$ cat src/rtl/ssg_pkg.sv
// Shared types, codes and constants of the spindle-synchronised step generator.
// No dependencies; every other file of the block imports this package.
package ssg_pkg;

  localparam int unsigned CfgIdxW  = 3;
  localparam int unsigned CfgDataW = 31;
  localparam int unsigned InDataW  = 32;
  localparam int unsigned InUserW  = 2;
  localparam int unsigned OutDataW = 40;
  localparam int unsigned AccW     = 17;
  localparam int unsigned PosW     = 32;
  localparam int unsigned DroW     = 24;

  typedef enum logic [1:0] {
    KIND_EDGE = 2'd0,
    KIND_ARM  = 2'd1,
    KIND_EXIT = 2'd2,
    KIND_POLL = 2'd3
  } kind_e;

  typedef enum logic [3:0] {
    RUN_IDLE   = 4'b0001,
    RUN_PAUSED = 4'b0010,
    RUN_ACTIVE = 4'b0100,
    RUN_LIMIT  = 4'b1000
  } run_state_e;

  localparam logic [1:0] MODE_IDLE   = 2'd0;
  localparam logic [1:0] MODE_PAUSED = 2'd1;
  localparam logic [1:0] MODE_ACTIVE = 2'd2;
  localparam logic [1:0] MODE_LIMIT  = 2'd3;

  localparam logic [1:0] SDIR_UNKNOWN = 2'd0;
  localparam logic [1:0] SDIR_CW      = 2'd1;
  localparam logic [1:0] SDIR_CCW     = 2'd2;

  localparam logic [CfgIdxW-1:0] CFG_NUMERATOR    = 3'd0;
  localparam logic [CfgIdxW-1:0] CFG_DENOMINATOR  = 3'd1;
  localparam logic [CfgIdxW-1:0] CFG_REVERSE      = 3'd2;
  localparam logic [CfgIdxW-1:0] CFG_CLOSED_LOOP  = 3'd3;
  localparam logic [CfgIdxW-1:0] CFG_STEP_SIZE    = 3'd4;
  localparam logic [CfgIdxW-1:0] CFG_LENGTH_LIMIT = 3'd5;

  localparam logic [15:0] RST_NUMERATOR    = 16'd1;
  localparam logic [15:0] RST_DENOMINATOR  = 16'd1;
  localparam logic [15:0] RST_STEP_SIZE    = 16'd66;
  localparam logic [30:0] RST_LENGTH_LIMIT = 31'd655360;

  // Home band of 0.01 mm in Q16.16.
  localparam logic signed [PosW-1:0] HOME_BAND = 32'sd655;

  // Reciprocals of 125: ceil(2^30/125) and ceil(2^27/125).
  localparam logic [23:0] DIV125_M1 = 24'd8589935;
  localparam logic [20:0] DIV125_M2 = 21'd1073742;

  typedef struct packed {
    logic [15:0] numerator;
    logic [15:0] denominator;
    logic        reverse_thread;
    logic        closed_loop;
    logic [15:0] step_size;
    logic [30:0] length_limit;
  } ssg_cfg_t;

  typedef struct packed {
    kind_e                   kind;
    logic                    pin_a;
    logic                    pin_b;
    logic signed [DroW-1:0]  dro_position_um;
    logic                    at_index;
    logic                    stepper_busy;
  } ssg_in_t;

  typedef struct packed {
    kind_e                   kind;
    logic                    pin_a;
    logic                    pin_b;
    logic signed [PosW-1:0]  dro_q16;
    logic                    at_index;
    logic                    stepper_busy;
  } ssg_cv_t;

  typedef struct packed {
    logic                    step_pulse;
    logic                    direction_positive;
    logic [1:0]              mode;
    logic signed [PosW-1:0]  position;
    logic [1:0]              spin_dir;
  } ssg_res_t;

endpackage

$ cat src/rtl/ssg_dro_conv.sv
// Pipeline that carries input beats and converts the DRO reading from
// micrometres to Q16.16 millimetres, rounded to nearest. Depends on ssg_pkg.
module ssg_dro_conv import ssg_pkg::*; (
  input  logic    clk_i,
  input  logic    rst_ni,
  input  logic    en_i,
  input  logic    valid_i,
  input  ssg_in_t item_i,
  output logic    valid_o,
  output ssg_cv_t item_o
);

  logic                   v1_q, v2_q, v3_q, v4_q, v5_q;
  ssg_in_t                it1_q, it2_q, it3_q, it4_q, it5_q;
  logic [DroW-1:0]        mag2_q, mag3_q;
  logic [16:0]            quo3_q, quo4_q;
  logic [6:0]             rem4_q;
  logic signed [PosW-1:0] dro5_q;

  logic [DroW-1:0]        mag_d;
  logic [47:0]            prod1;
  logic [DroW-1:0]        rem_full;
  logic [19:0]            frac_num;
  logic [40:0]            prod2;
  logic [29:0]            qmag;
  logic [PosW-1:0]        qext;
  logic signed [PosW-1:0] dro_d;

  always_comb begin
    mag_d    = it1_q.dro_position_um[DroW-1] ? DroW'(-it1_q.dro_position_um)
                                             : DroW'(it1_q.dro_position_um);
    prod1    = 48'(mag2_q) * 48'(DIV125_M1);
    rem_full = mag3_q - {quo3_q, 7'd0} + DroW'({quo3_q, 2'd0}) - DroW'(quo3_q);
    frac_num = {rem4_q, 13'd62};
    prod2    = 41'(frac_num) * 41'(DIV125_M2);
    qmag     = {quo4_q, prod2[39:27]};
    qext     = {2'b00, qmag};
    dro_d    = it4_q.dro_position_um[DroW-1] ? $signed(-qext) : $signed(qext);
  end

  always_ff @(posedge clk_i or negedge rst_ni) begin
    if (!rst_ni) begin
      v1_q <= 1'b0;
      v2_q <= 1'b0;
      v3_q <= 1'b0;
      v4_q <= 1'b0;
      v5_q <= 1'b0;
    end else if (en_i) begin
      v1_q <= valid_i;
      v2_q <= v1_q;
      v3_q <= v2_q;
      v4_q <= v3_q;
      v5_q <= v4_q;
    end
  end

  always_ff @(posedge clk_i) begin
    if (en_i) begin
      it1_q  <= item_i;
      it2_q  <= it1_q;
      mag2_q <= mag_d;
      it3_q  <= it2_q;
      mag3_q <= mag2_q;
      quo3_q <= prod1[46:30];
      it4_q  <= it3_q;
      quo4_q <= quo3_q;
      rem4_q <= rem_full[6:0];
      it5_q  <= it4_q;
      dro5_q <= dro_d;
    end
  end

  assign valid_o             = v5_q;
  assign item_o.kind         = it5_q.kind;
  assign item_o.pin_a        = it5_q.pin_a;
  assign item_o.pin_b        = it5_q.pin_b;
  assign item_o.dro_q16      = dro5_q;
  assign item_o.at_index     = it5_q.at_index;
  assign item_o.stepper_busy = it5_q.stepper_busy;

endmodule

$ cat src/rtl/ssg_core.sv
// Configuration registers, run mode, ratio accumulator and carriage position; the state
// is updated once for each beat and the configuration on each write. Depends on ssg_pkg.
module ssg_core import ssg_pkg::*; (
  input  logic                clk_i,
  input  logic                rst_ni,
  input  logic                cfg_we_i,
  input  logic [CfgIdxW-1:0]  cfg_idx_i,
  input  logic [CfgDataW-1:0] cfg_data_i,
  input  logic                step_i,
  input  ssg_cv_t             item_i,
  output ssg_res_t            res_o
);

  ssg_cfg_t               cfg_q;
  run_state_e             run_q, run_d, key_run;
  logic [AccW-1:0]        acc_q, acc_d;
  logic                   pulse_q, pulse_d;
  logic signed [PosW-1:0] pos_q, pos_d;
  logic                   dirpos_q, dirpos_d;
  logic [1:0]             sdir_q, sdir_d;

  logic signed [PosW:0]   step_ext, pos_ext, step_sum, new_ext, lim_ext, neg_lim;
  logic signed [PosW-1:0] step_sat, new_pos;
  logic                   limit_hit, home;
  logic [AccW-1:0]        acc_sum, acc_sub;
  logic                   acc_hit;
  logic [1:0]             mode_enc;

  always_comb begin
    step_ext = $signed({17'd0, cfg_q.step_size});
    pos_ext  = {pos_q[PosW-1], pos_q};
    step_sum = dirpos_q ? pos_ext + step_ext : pos_ext - step_ext;
    if (step_sum[PosW] != step_sum[PosW-1]) begin
      step_sat = step_sum[PosW] ? {1'b1, {(PosW-1){1'b0}}} : {1'b0, {(PosW-1){1'b1}}};
    end else begin
      step_sat = step_sum[PosW-1:0];
    end
    new_pos   = cfg_q.closed_loop ? item_i.dro_q16 : step_sat;
    new_ext   = {new_pos[PosW-1], new_pos};
    lim_ext   = $signed({2'b00, cfg_q.length_limit});
    neg_lim   = -lim_ext;
    limit_hit = dirpos_q ? (new_ext >= lim_ext) : (new_ext <= neg_lim);
    home      = (pos_q >= -HOME_BAND) && (pos_q <= HOME_BAND);
    acc_sum   = acc_q + AccW'(cfg_q.numerator);
    acc_hit   = acc_sum >= AccW'(cfg_q.denominator);
    acc_sub   = acc_sum - AccW'(cfg_q.denominator);

    run_d    = run_q;
    acc_d    = acc_q;
    pulse_d  = pulse_q;
    pos_d    = pos_q;
    dirpos_d = dirpos_q;
    sdir_d   = sdir_q;
    key_run  = run_q;

    if (step_i) begin
      case (item_i.kind)
        KIND_EDGE: begin
          sdir_d = (item_i.pin_a == item_i.pin_b) ? SDIR_CW : SDIR_CCW;
          if (run_q == RUN_ACTIVE) begin
            if (pulse_q) begin
              pos_d = new_pos;
              if (limit_hit) begin
                run_d = RUN_LIMIT;
              end
            end
            pulse_d = acc_hit;
            acc_d   = acc_hit ? acc_sub : acc_sum;
          end
        end
        default: begin
          if (run_q == RUN_LIMIT) begin
            if (!item_i.stepper_busy && (item_i.kind != KIND_POLL || home)) begin
              run_d = RUN_IDLE;
            end
          end else begin
            if (item_i.kind == KIND_ARM && run_q == RUN_IDLE) begin
              key_run = RUN_PAUSED;
            end else if (item_i.kind == KIND_EXIT && run_q inside {RUN_PAUSED, RUN_ACTIVE}) begin
              key_run = RUN_IDLE;
            end
            run_d = key_run;
            if (key_run inside {RUN_PAUSED, RUN_ACTIVE}) begin
              if (sdir_q inside {SDIR_CW, SDIR_CCW}) begin
                if (!item_i.stepper_busy) begin
                  dirpos_d = cfg_q.reverse_thread;
                  if (key_run == RUN_PAUSED && item_i.at_index) begin
                    acc_d = '0;
                    run_d = RUN_ACTIVE;
                  end
                end
              end else if (key_run == RUN_ACTIVE) begin
                run_d = RUN_PAUSED;
              end
            end
          end
        end
      endcase
    end

    // A new ratio restarts the accumulator.
    if (cfg_we_i && (cfg_idx_i inside {CFG_NUMERATOR, CFG_DENOMINATOR})) begin
      acc_d = '0;
    end

    case (run_d)
      RUN_IDLE:   mode_enc = MODE_IDLE;
      RUN_PAUSED: mode_enc = MODE_PAUSED;
      RUN_ACTIVE: mode_enc = MODE_ACTIVE;
      RUN_LIMIT:  mode_enc = MODE_LIMIT;
      default:    mode_enc = MODE_IDLE;
    endcase
  end

  always_ff @(posedge clk_i or negedge rst_ni) begin
    if (!rst_ni) begin
      cfg_q.numerator      <= RST_NUMERATOR;
      cfg_q.denominator    <= RST_DENOMINATOR;
      cfg_q.reverse_thread <= 1'b0;
      cfg_q.closed_loop    <= 1'b0;
      cfg_q.step_size      <= RST_STEP_SIZE;
      cfg_q.length_limit   <= RST_LENGTH_LIMIT;
      run_q                <= RUN_IDLE;
      acc_q                <= '0;
      pulse_q              <= 1'b0;
      pos_q                <= '0;
      dirpos_q             <= 1'b0;
      sdir_q               <= SDIR_UNKNOWN;
    end else begin
      run_q    <= run_d;
      acc_q    <= acc_d;
      pulse_q  <= pulse_d;
      pos_q    <= pos_d;
      dirpos_q <= dirpos_d;
      sdir_q   <= sdir_d;
      if (cfg_we_i) begin
        case (cfg_idx_i)
          CFG_NUMERATOR:    cfg_q.numerator      <= cfg_data_i[15:0];
          CFG_DENOMINATOR:  cfg_q.denominator    <= cfg_data_i[15:0];
          CFG_REVERSE:      cfg_q.reverse_thread <= cfg_data_i[0];
          CFG_CLOSED_LOOP:  cfg_q.closed_loop    <= cfg_data_i[0];
          CFG_STEP_SIZE:    cfg_q.step_size      <= cfg_data_i[15:0];
          CFG_LENGTH_LIMIT: cfg_q.length_limit   <= cfg_data_i[30:0];
          default: ;
        endcase
      end
    end
  end

  assign res_o.step_pulse         = pulse_d;
  assign res_o.direction_positive = dirpos_d;
  assign res_o.mode               = mode_enc;
  assign res_o.position           = pos_d;
  assign res_o.spin_dir           = sdir_d;

endmodule

$ cat src/rtl/ssg_out_buf.sv
// Result register with a skid stage, so that the pipeline keeps moving while
// a result beat waits. Depends on ssg_pkg.
module ssg_out_buf import ssg_pkg::*; (
  input  logic     clk_i,
  input  logic     rst_ni,
  input  logic     push_i,
  input  ssg_res_t res_i,
  input  logic     ready_i,
  output logic     valid_o,
  output ssg_res_t res_o,
  output logic     full_o
);

  logic     out_valid_q, skid_full_q;
  ssg_res_t out_q, skid_q;
  logic     pop;

  assign pop = out_valid_q && ready_i;

  always_ff @(posedge clk_i or negedge rst_ni) begin
    if (!rst_ni) begin
      out_valid_q <= 1'b0;
      skid_full_q <= 1'b0;
    end else if (skid_full_q) begin
      if (pop) begin
        skid_full_q <= 1'b0;
      end
    end else if (push_i) begin
      if (out_valid_q && !pop) begin
        skid_full_q <= 1'b1;
      end else begin
        out_valid_q <= 1'b1;
      end
    end else if (pop) begin
      out_valid_q <= 1'b0;
    end
  end

  always_ff @(posedge clk_i) begin
    if (skid_full_q) begin
      if (pop) begin
        out_q <= skid_q;
      end
    end else if (push_i) begin
      if (out_valid_q && !pop) begin
        skid_q <= res_i;
      end else begin
        out_q <= res_i;
      end
    end
  end

  assign valid_o = out_valid_q;
  assign res_o   = out_q;
  assign full_o  = skid_full_q;

endmodule

$ cat src/rtl/spindle_synced_step_generator_unit.sv
// Top level of the spindle-synchronised step generator.
// Depends on ssg_pkg, ssg_dro_conv, ssg_core and ssg_out_buf.
//
// The block takes one beat in every cycle while the skid stage is empty, and
// gives one result beat for each. A beat passes through the pipeline that
// converts the DRO reading into Q16.16 millimetres, then through the state
// update of the core, and its result is held in the result register. The
// state update loop closes through the core's state registers and allows one
// beat per cycle. Input is refused only while the skid stage behind the result
// register holds a beat. The user must write configuration only while no beat
// is in flight; the block itself does not enforce it.
module spindle_synced_step_generator_unit import ssg_pkg::*; (
  input  logic                clk_i,
  input  logic                rst_ni,
  input  logic                s_axis_tvalid,
  output logic                s_axis_tready,
  // pin_a, pin_b, dro_position_um[23:0], at_index, stepper_busy, zero padding
  input  logic [InDataW-1:0]  s_axis_tdata,
  // kind
  input  logic [InUserW-1:0]  s_axis_tuser,
  output logic                m_axis_tvalid,
  input  logic                m_axis_tready,
  // step_pulse, direction_positive, mode[1:0], position[31:0],
  // spin_dir[1:0], zero padding
  output logic [OutDataW-1:0] m_axis_tdata,
  input  logic                cfg_we_i,
  input  logic [CfgIdxW-1:0]  cfg_idx_i,
  input  logic [CfgDataW-1:0] cfg_data_i
);

  ssg_in_t  in_item;
  ssg_cv_t  cv_item;
  ssg_res_t core_res, out_res;
  logic     en, cv_valid, skid_full;

  assign en            = !skid_full;
  assign s_axis_tready = en;

  assign in_item.kind            = kind_e'(s_axis_tuser);
  assign in_item.pin_a           = s_axis_tdata[0];
  assign in_item.pin_b           = s_axis_tdata[1];
  assign in_item.dro_position_um = $signed(s_axis_tdata[25:2]);
  assign in_item.at_index        = s_axis_tdata[26];
  assign in_item.stepper_busy    = s_axis_tdata[27];

  ssg_dro_conv u_conv (
    .clk_i   (clk_i),
    .rst_ni  (rst_ni),
    .en_i    (en),
    .valid_i (s_axis_tvalid),
    .item_i  (in_item),
    .valid_o (cv_valid),
    .item_o  (cv_item)
  );

  ssg_core u_core (
    .clk_i      (clk_i),
    .rst_ni     (rst_ni),
    .cfg_we_i   (cfg_we_i),
    .cfg_idx_i  (cfg_idx_i),
    .cfg_data_i (cfg_data_i),
    .step_i     (en && cv_valid),
    .item_i     (cv_item),
    .res_o      (core_res)
  );

  ssg_out_buf u_out (
    .clk_i   (clk_i),
    .rst_ni  (rst_ni),
    .push_i  (en && cv_valid),
    .res_i   (core_res),
    .ready_i (m_axis_tready),
    .valid_o (m_axis_tvalid),
    .res_o   (out_res),
    .full_o  (skid_full)
  );

  assign m_axis_tdata = {2'b00, out_res.spin_dir, out_res.position, out_res.mode,
                         out_res.direction_positive, out_res.step_pulse};

endmodule

$ cat config.mk
export PLATFORM = sky130hd
export DESIGN_NAME = spindle_synced_step_generator_unit
export DESIGN_NICKNAME = d
export VERILOG_FILES = /design/src/rtl/ssg_pkg.sv /design/src/rtl/ssg_dro_conv.sv /design/src/rtl/ssg_core.sv /design/src/rtl/ssg_out_buf.sv /design/src/rtl/spindle_synced_step_generator_unit.sv
export SDC_FILE = /design/constraint.sdc
export NUM_CORES = 2
export LEC_CHECK = 0
export ABC_CLOCK_PERIOD_IN_PS = 14800
export CORE_MARGIN = 2
export CORE_UTILIZATION = 65
export DETAILED_ROUTE_END_ITERATION = 8
export DONT_BUFFER_PORTS = 1
export PLACE_DENSITY_LB_ADDON = 0.05
export SLEW_MARGIN = 20
export SYNTH_ARGS = -nofsm -noshare
export SYNTH_HDL_FRONTEND = slang
export SYNTH_SLANG_ARGS = --single-unit
$ cat constraint.sdc
create_clock -name clk_i -period 14.8 [get_ports clk_i]
set_input_delay 0.74 -clock clk_i [delete_from_list [all_inputs] [get_ports clk_i]]
set_output_delay 0.74 -clock clk_i [all_outputs]
set_load 0.1 [all_outputs]
# Word-level counts from Yosys, hierarchy flattened
# Index checks and enable logic that the tools add are counted.
# Widths: inputs -> output; s select.
totals:
  mem_bits_ro: 0
  out_inout_bits: 42
  ff_bits: 451
  wordCells: 208
  memories: 0
  latchBits: 0
  input_bits: 73
  ram_bits: 0
op_classes:
  n_div: 0
  mul: 2
  shift: 0
  add_sub_neg: 10
  reduce_logical: 35
  mux: 62
  bitwise: 1
  magnitude_cmp: 5
  n_eq_ne: 27
ops:
  columns: ["op", "count"]
  rows:
  - ["$mux 32", 7]
  - ["$mux 17", 10]
  - ["$mux 38", 4]
  - ["$mux 4", 17]
  - ["$mul 24x24->47 const B", 1]
  - ["$mul 19x20->38 const B", 1]
  - ["$add 32x17->33", 1]
  - ["$le 32x33->1", 1]
  - ["$mux 33", 1]
  - ["$neg 31->33", 1]
  - ["$sub 32x17->33", 1]
  - ["$ge 32x11->1 const B", 1]
  - ["$ge 32x32->1", 1]
  - ["$le 32x11->1 const B", 1]
  - ["$neg 30->32", 1]
  - ["$mux 30", 1]
  - ["$neg 24->24", 1]
  - ["$mux 23", 1]
  - ["$add 17x16->17", 1]
  - ["$ge 17x16->1", 1]
  - ["$mux 1", 17]
  - ["$sub 17x16->17", 1]
  - ["$reduce_bool 2->1", 7]
  - ["$eq 4x2->1 const B", 3]
  - ["other kinds (29)", 60]

# Longest topological paths before layout
logic_depth:
  ltp_word: 22
  mapped_depth: 33
  depth_no_buf: 30

# Hierarchy
# A second synthesis with hierarchy kept.
hier_totals:
  hier_cells: 3104
  hier_area_um2: 33314.5
modules_own_cells:
  columns: ["module", "n_inst", "cells_per_inst", "seq_area_each_um2", "area_per_inst_um2"]
  rows:
  - ["ssg_dro_conv", 1, 1615, 4959.8, 18162.4]
  - ["ssg_core", 1, 1354, 3462.1, 12090.3]
  - ["ssg_out_buf", 1, 130, 2332.2, 3032.9]
  - ["spindle_synced_step_generator_unit", 1, 5, 0.0, 28.8]

# Worst setup path before layout
# Ideal clock, no wire load.
synth_timing:
  path_type: "flip-flop to flip-flop"
  from: "register u_core.cfg_q[39] (netlist name)"
  to: "register u_out.out_q, in the netlist u_out.res_o[34] (data pin)"
  synth_period_minus_slack_ns: 7.291
  setup_ns: 0.278
  arrival_time_ns: 7.013
  n_path_buf: 3
  required_ns: 14.522
  slack_ns: 7.509
  stages_incl_launch_ff: 34
  path_cell_list: "dfrtp_1 or4_4 nor4_4 nand2_1 nor3_1 ha_1 mux2_2 ha_1 a21o_1 a21o_1 a21oi_1 o21ai_0 a31oi_4 o21ai_2 xor2_1 buf_6 and2_4 buf_6 buf_2 o21bai_1 nor2_1 nor2_1 ha_1 a211oi_1 nor2_1 a2111oi_0 o41ai_1 or4_1 nand3_1 a21oi_1 o21ai_0 a211o_1 a2111oi_2 mux2_2"
synth_lines:
  columns: ["element", "line", "source"]
  rows:
  - ["from (decl)", "ssg_core.sv:14", "ssg_cfg_t cfg_q;"]
  - ["to (signal assigned)", "ssg_out_buf.sv:42", "out_q <= skid_q;"]
  - ["to (signal assigned)", "ssg_out_buf.sv:48", "out_q <= res_i;"]
  - ["to (decl)", "ssg_out_buf.sv:15", "ssg_res_t out_q, skid_q;"]

==> out/results.ini <==
[outcome]
status = finished clean

[synthesis]
yosys.area_share.adder_pct = 31.6
synth_seq_cells = 382
synthDistinctLibCells = 100
netlist_instances = 3008
synth_compound_area_share_pct = 11.1
syn-cell-area_um2 = 32300
synth_top_family_by_area = adder cells
yosysWarningCount = 0
async_flop_share_pct = 38.0
yosys.area_share.simple_pct = 8.66
synth_mux_area_share_pct = 4.25
ys.flop_type = edfxtp_1
syn_avg_cell_area_um2 = 10.7
yosysSeqAreaShare_pct = 33.3
synth_edf_count = 237
synth_xor_xnor_area_share_pct = 4.82

[min_path]
hold_path_class = in2async

[clock_network]
cts_max_level = 2
cts_tree = built
cts_root_buffer = clkbuf_16
cts_buffer_depth = 3
cts_resized = 0
cts.sinks = 382
clk_latency_ns = 0.60
cts_inserted_buffers = 42
cts_setup_buffers = 0
path_clk_slew_ns = 0.06

[timing]
tns_ns = 0
worst_pin_slew_ns = 1.03
max-slew-margin-rel_pct = 31.4
grt_setup_unrepaired = no
setup-violations-final = 0
fmax_ghz = 0.112
hold_viol_final = 0
fin_crit_sh_pct = 60.2
finalCriticalPeriod_ns = 8.91
clock_skew_ns = 0.0462
report.final.slew_viol_count = 0

[layout]
multi_input_area_um2 = 19600
drive_above_1_share_pct = 8.17
final_cell_mix = 506 x ha_1, 449 x inv_1, 237 x edfxtp_1
fillers = 3631
seq_area_um2 = 10800
final_common_cell = ha_1
area.growth.synth_to_final_pct = 6.89
fin_nets = 3787

[die]
io_pins = 115
fp.dieW_um = 227
core_um2 = 49100
start_util_pct = 65.9
die_h_um = 227
die-area_um2 = 51500
num_rows = 81

[route]
route.detailed.drc = 0
drt-total-wl_mm = 76.1
first_iter_violations = 1616
viasPerCell = 6.05
wl_per_cell_um = 20.5
num_vias = 22481
ant_nets = 0
firstDrtPassIters = 7

[grt]
grt_pass1_wl_mm = 120
grt_max_degree = 139
grt_antenna_before_repair = 3
overflow = 0
grt_use_total_pct = 30.2
first_global_vias = 22571

[critical_path]
worstSetupStartpointType = flip-flop
criticalPathCategory = reg2reg
cp.required_ns = 15.15
arrival_ns = 9.25
endpoint_kind = flip-flop
critPathMaxFanout = 24
critPathMaxStageDelay_ns = 0.78
r2r_slack_ns = 5.89
cp_slowest_cell = a2111oi_0

[place]
place.gp.congestion = 0.930
portBuffers = 0
dpl.hpwl_mm = 58.9

[run]
drv_cap = 0

## what timing repair did
action,4_1_cts,5_1_grt
hold buffers,2,0
setup endpoints to repair,0,0
hold endpoints to repair,138,0
## cell usage after synthesis (all sizes together) (40+ instances only)
cell	n	share of area, %
clkbuf	45	0.68
xnor2	130	3.5
inv	450	5.2
nand2	179	2.1
o21ai	139	2.2
a21o	46	1.1
dfrtp	138	11
fa	193	12
nor2	113	1.3
nand3	40	0.62
a21oi	151	2.3
ha	506	20
edfxtp	237	22
mux2	104	3.6
xor2	47	1.3
## state kept, by name, summed over array words and instances (netlist names), 17 cells and up
| signal | flops |
|---|---|
| u_conv.dro5_q | 32 |
| u_conv.it1_q | 30 |
| u_conv.mag2_q | 24 |
| u_conv.quo3_q | 17 |
| u_conv.quo4_q | 17 |
| u_core.acc_q | 17 |
| u_core.cfg_q | 81 |
| u_core.pos_q | 32 |
| u_out.res_o | 38 |
| u_out.skid_q | 38 |
## final cells by class
| type | instances | share of cell area (%) |
|---|---|---|
| Multi-Input combinational cell | 2115 | 56.7 |
| Sequential cell | 382 | 31.1 |
| Inverter | 452 | 4.93 |
| Clock buffer | 47 | 3.10 |
| Tap cell | 664 | 2.41 |
| Clock inverter | 31 | 1.14 |
| Timing Repair Buffer | 22 | 0.565 |
| Antenna cell | 2 | 0.0145 |
## metrics by stage
step                      hold WS (ns)  util (%)  instance area [um^2]  std cells  worst slack, ns
final                           0.0866      70.4                 34500       3715             5.89
after floorplan                  0.400         -                 32300       3009             7.51
after global routing             0.152      70.4                 34500       3713             5.44
after CTS                        0.177      70.4                 34500       3712             6.04
after global placement           0.401      67.3                 33000       3632             6.12
after detailed placement         0.405      67.3                 33000       3632             6.09
## critical path: cells and delay by family, from the launching register on
kind                       cells  cell delay (ns)
DFF                            1             0.42
xor gates and xnor gates       1             0.17
and+or+nand+nor               10             2.87
buffers and inverters          2             0.42
AOI/OAI and AO/OA             13             3.28
muxes                          2             0.55
adders and majority gates      3             0.92
## worst paths after layout
| path | end | cells after the start | from |
|---|---|---|---|
| min in group clk_i | u_out.full_o | 1 | m_axis_tready |
| worst max register to register | u_out.res_o[34] | 31 | u_core.cfg_q[36] |
| max in group asynchronous | u_core.cfg_q[17] | 1 | rst_ni |
| worst min register to register | u_conv.it3_q[26] | 0 | u_conv.it2_q[26] |
| worst max-delay path | u_out.res_o[34] | 31 | u_core.cfg_q[36] |
| worst min-delay path | u_core.pos_q[28] | 1 | rst_ni |
## metal layers
layer | global-route usage [%] | share of wire (%) | wire length (um)
met1 | 39.8 | 43 | 32400
met2 | 50.8 | 49 | 37000
met3 | 4.93 | 5.2 | 3950
met4 | 10.6 | 3.6 | 2740
met5 | 0 | 0.043 | 33
## logic make-up after synthesis
group	count (synthesis)
multiplexers	124
flip-flops	382
other	1
AO/OA/AOI/OAI	549
XOR/XNOR	177
AND/OR/NAND/NOR	561
adder cells (fa/ha/maj)	702
buffers and inverters	512
Power is not shown: default switching activity piles up to over one toggle a cycle in this logic, so the estimate is an artifact.
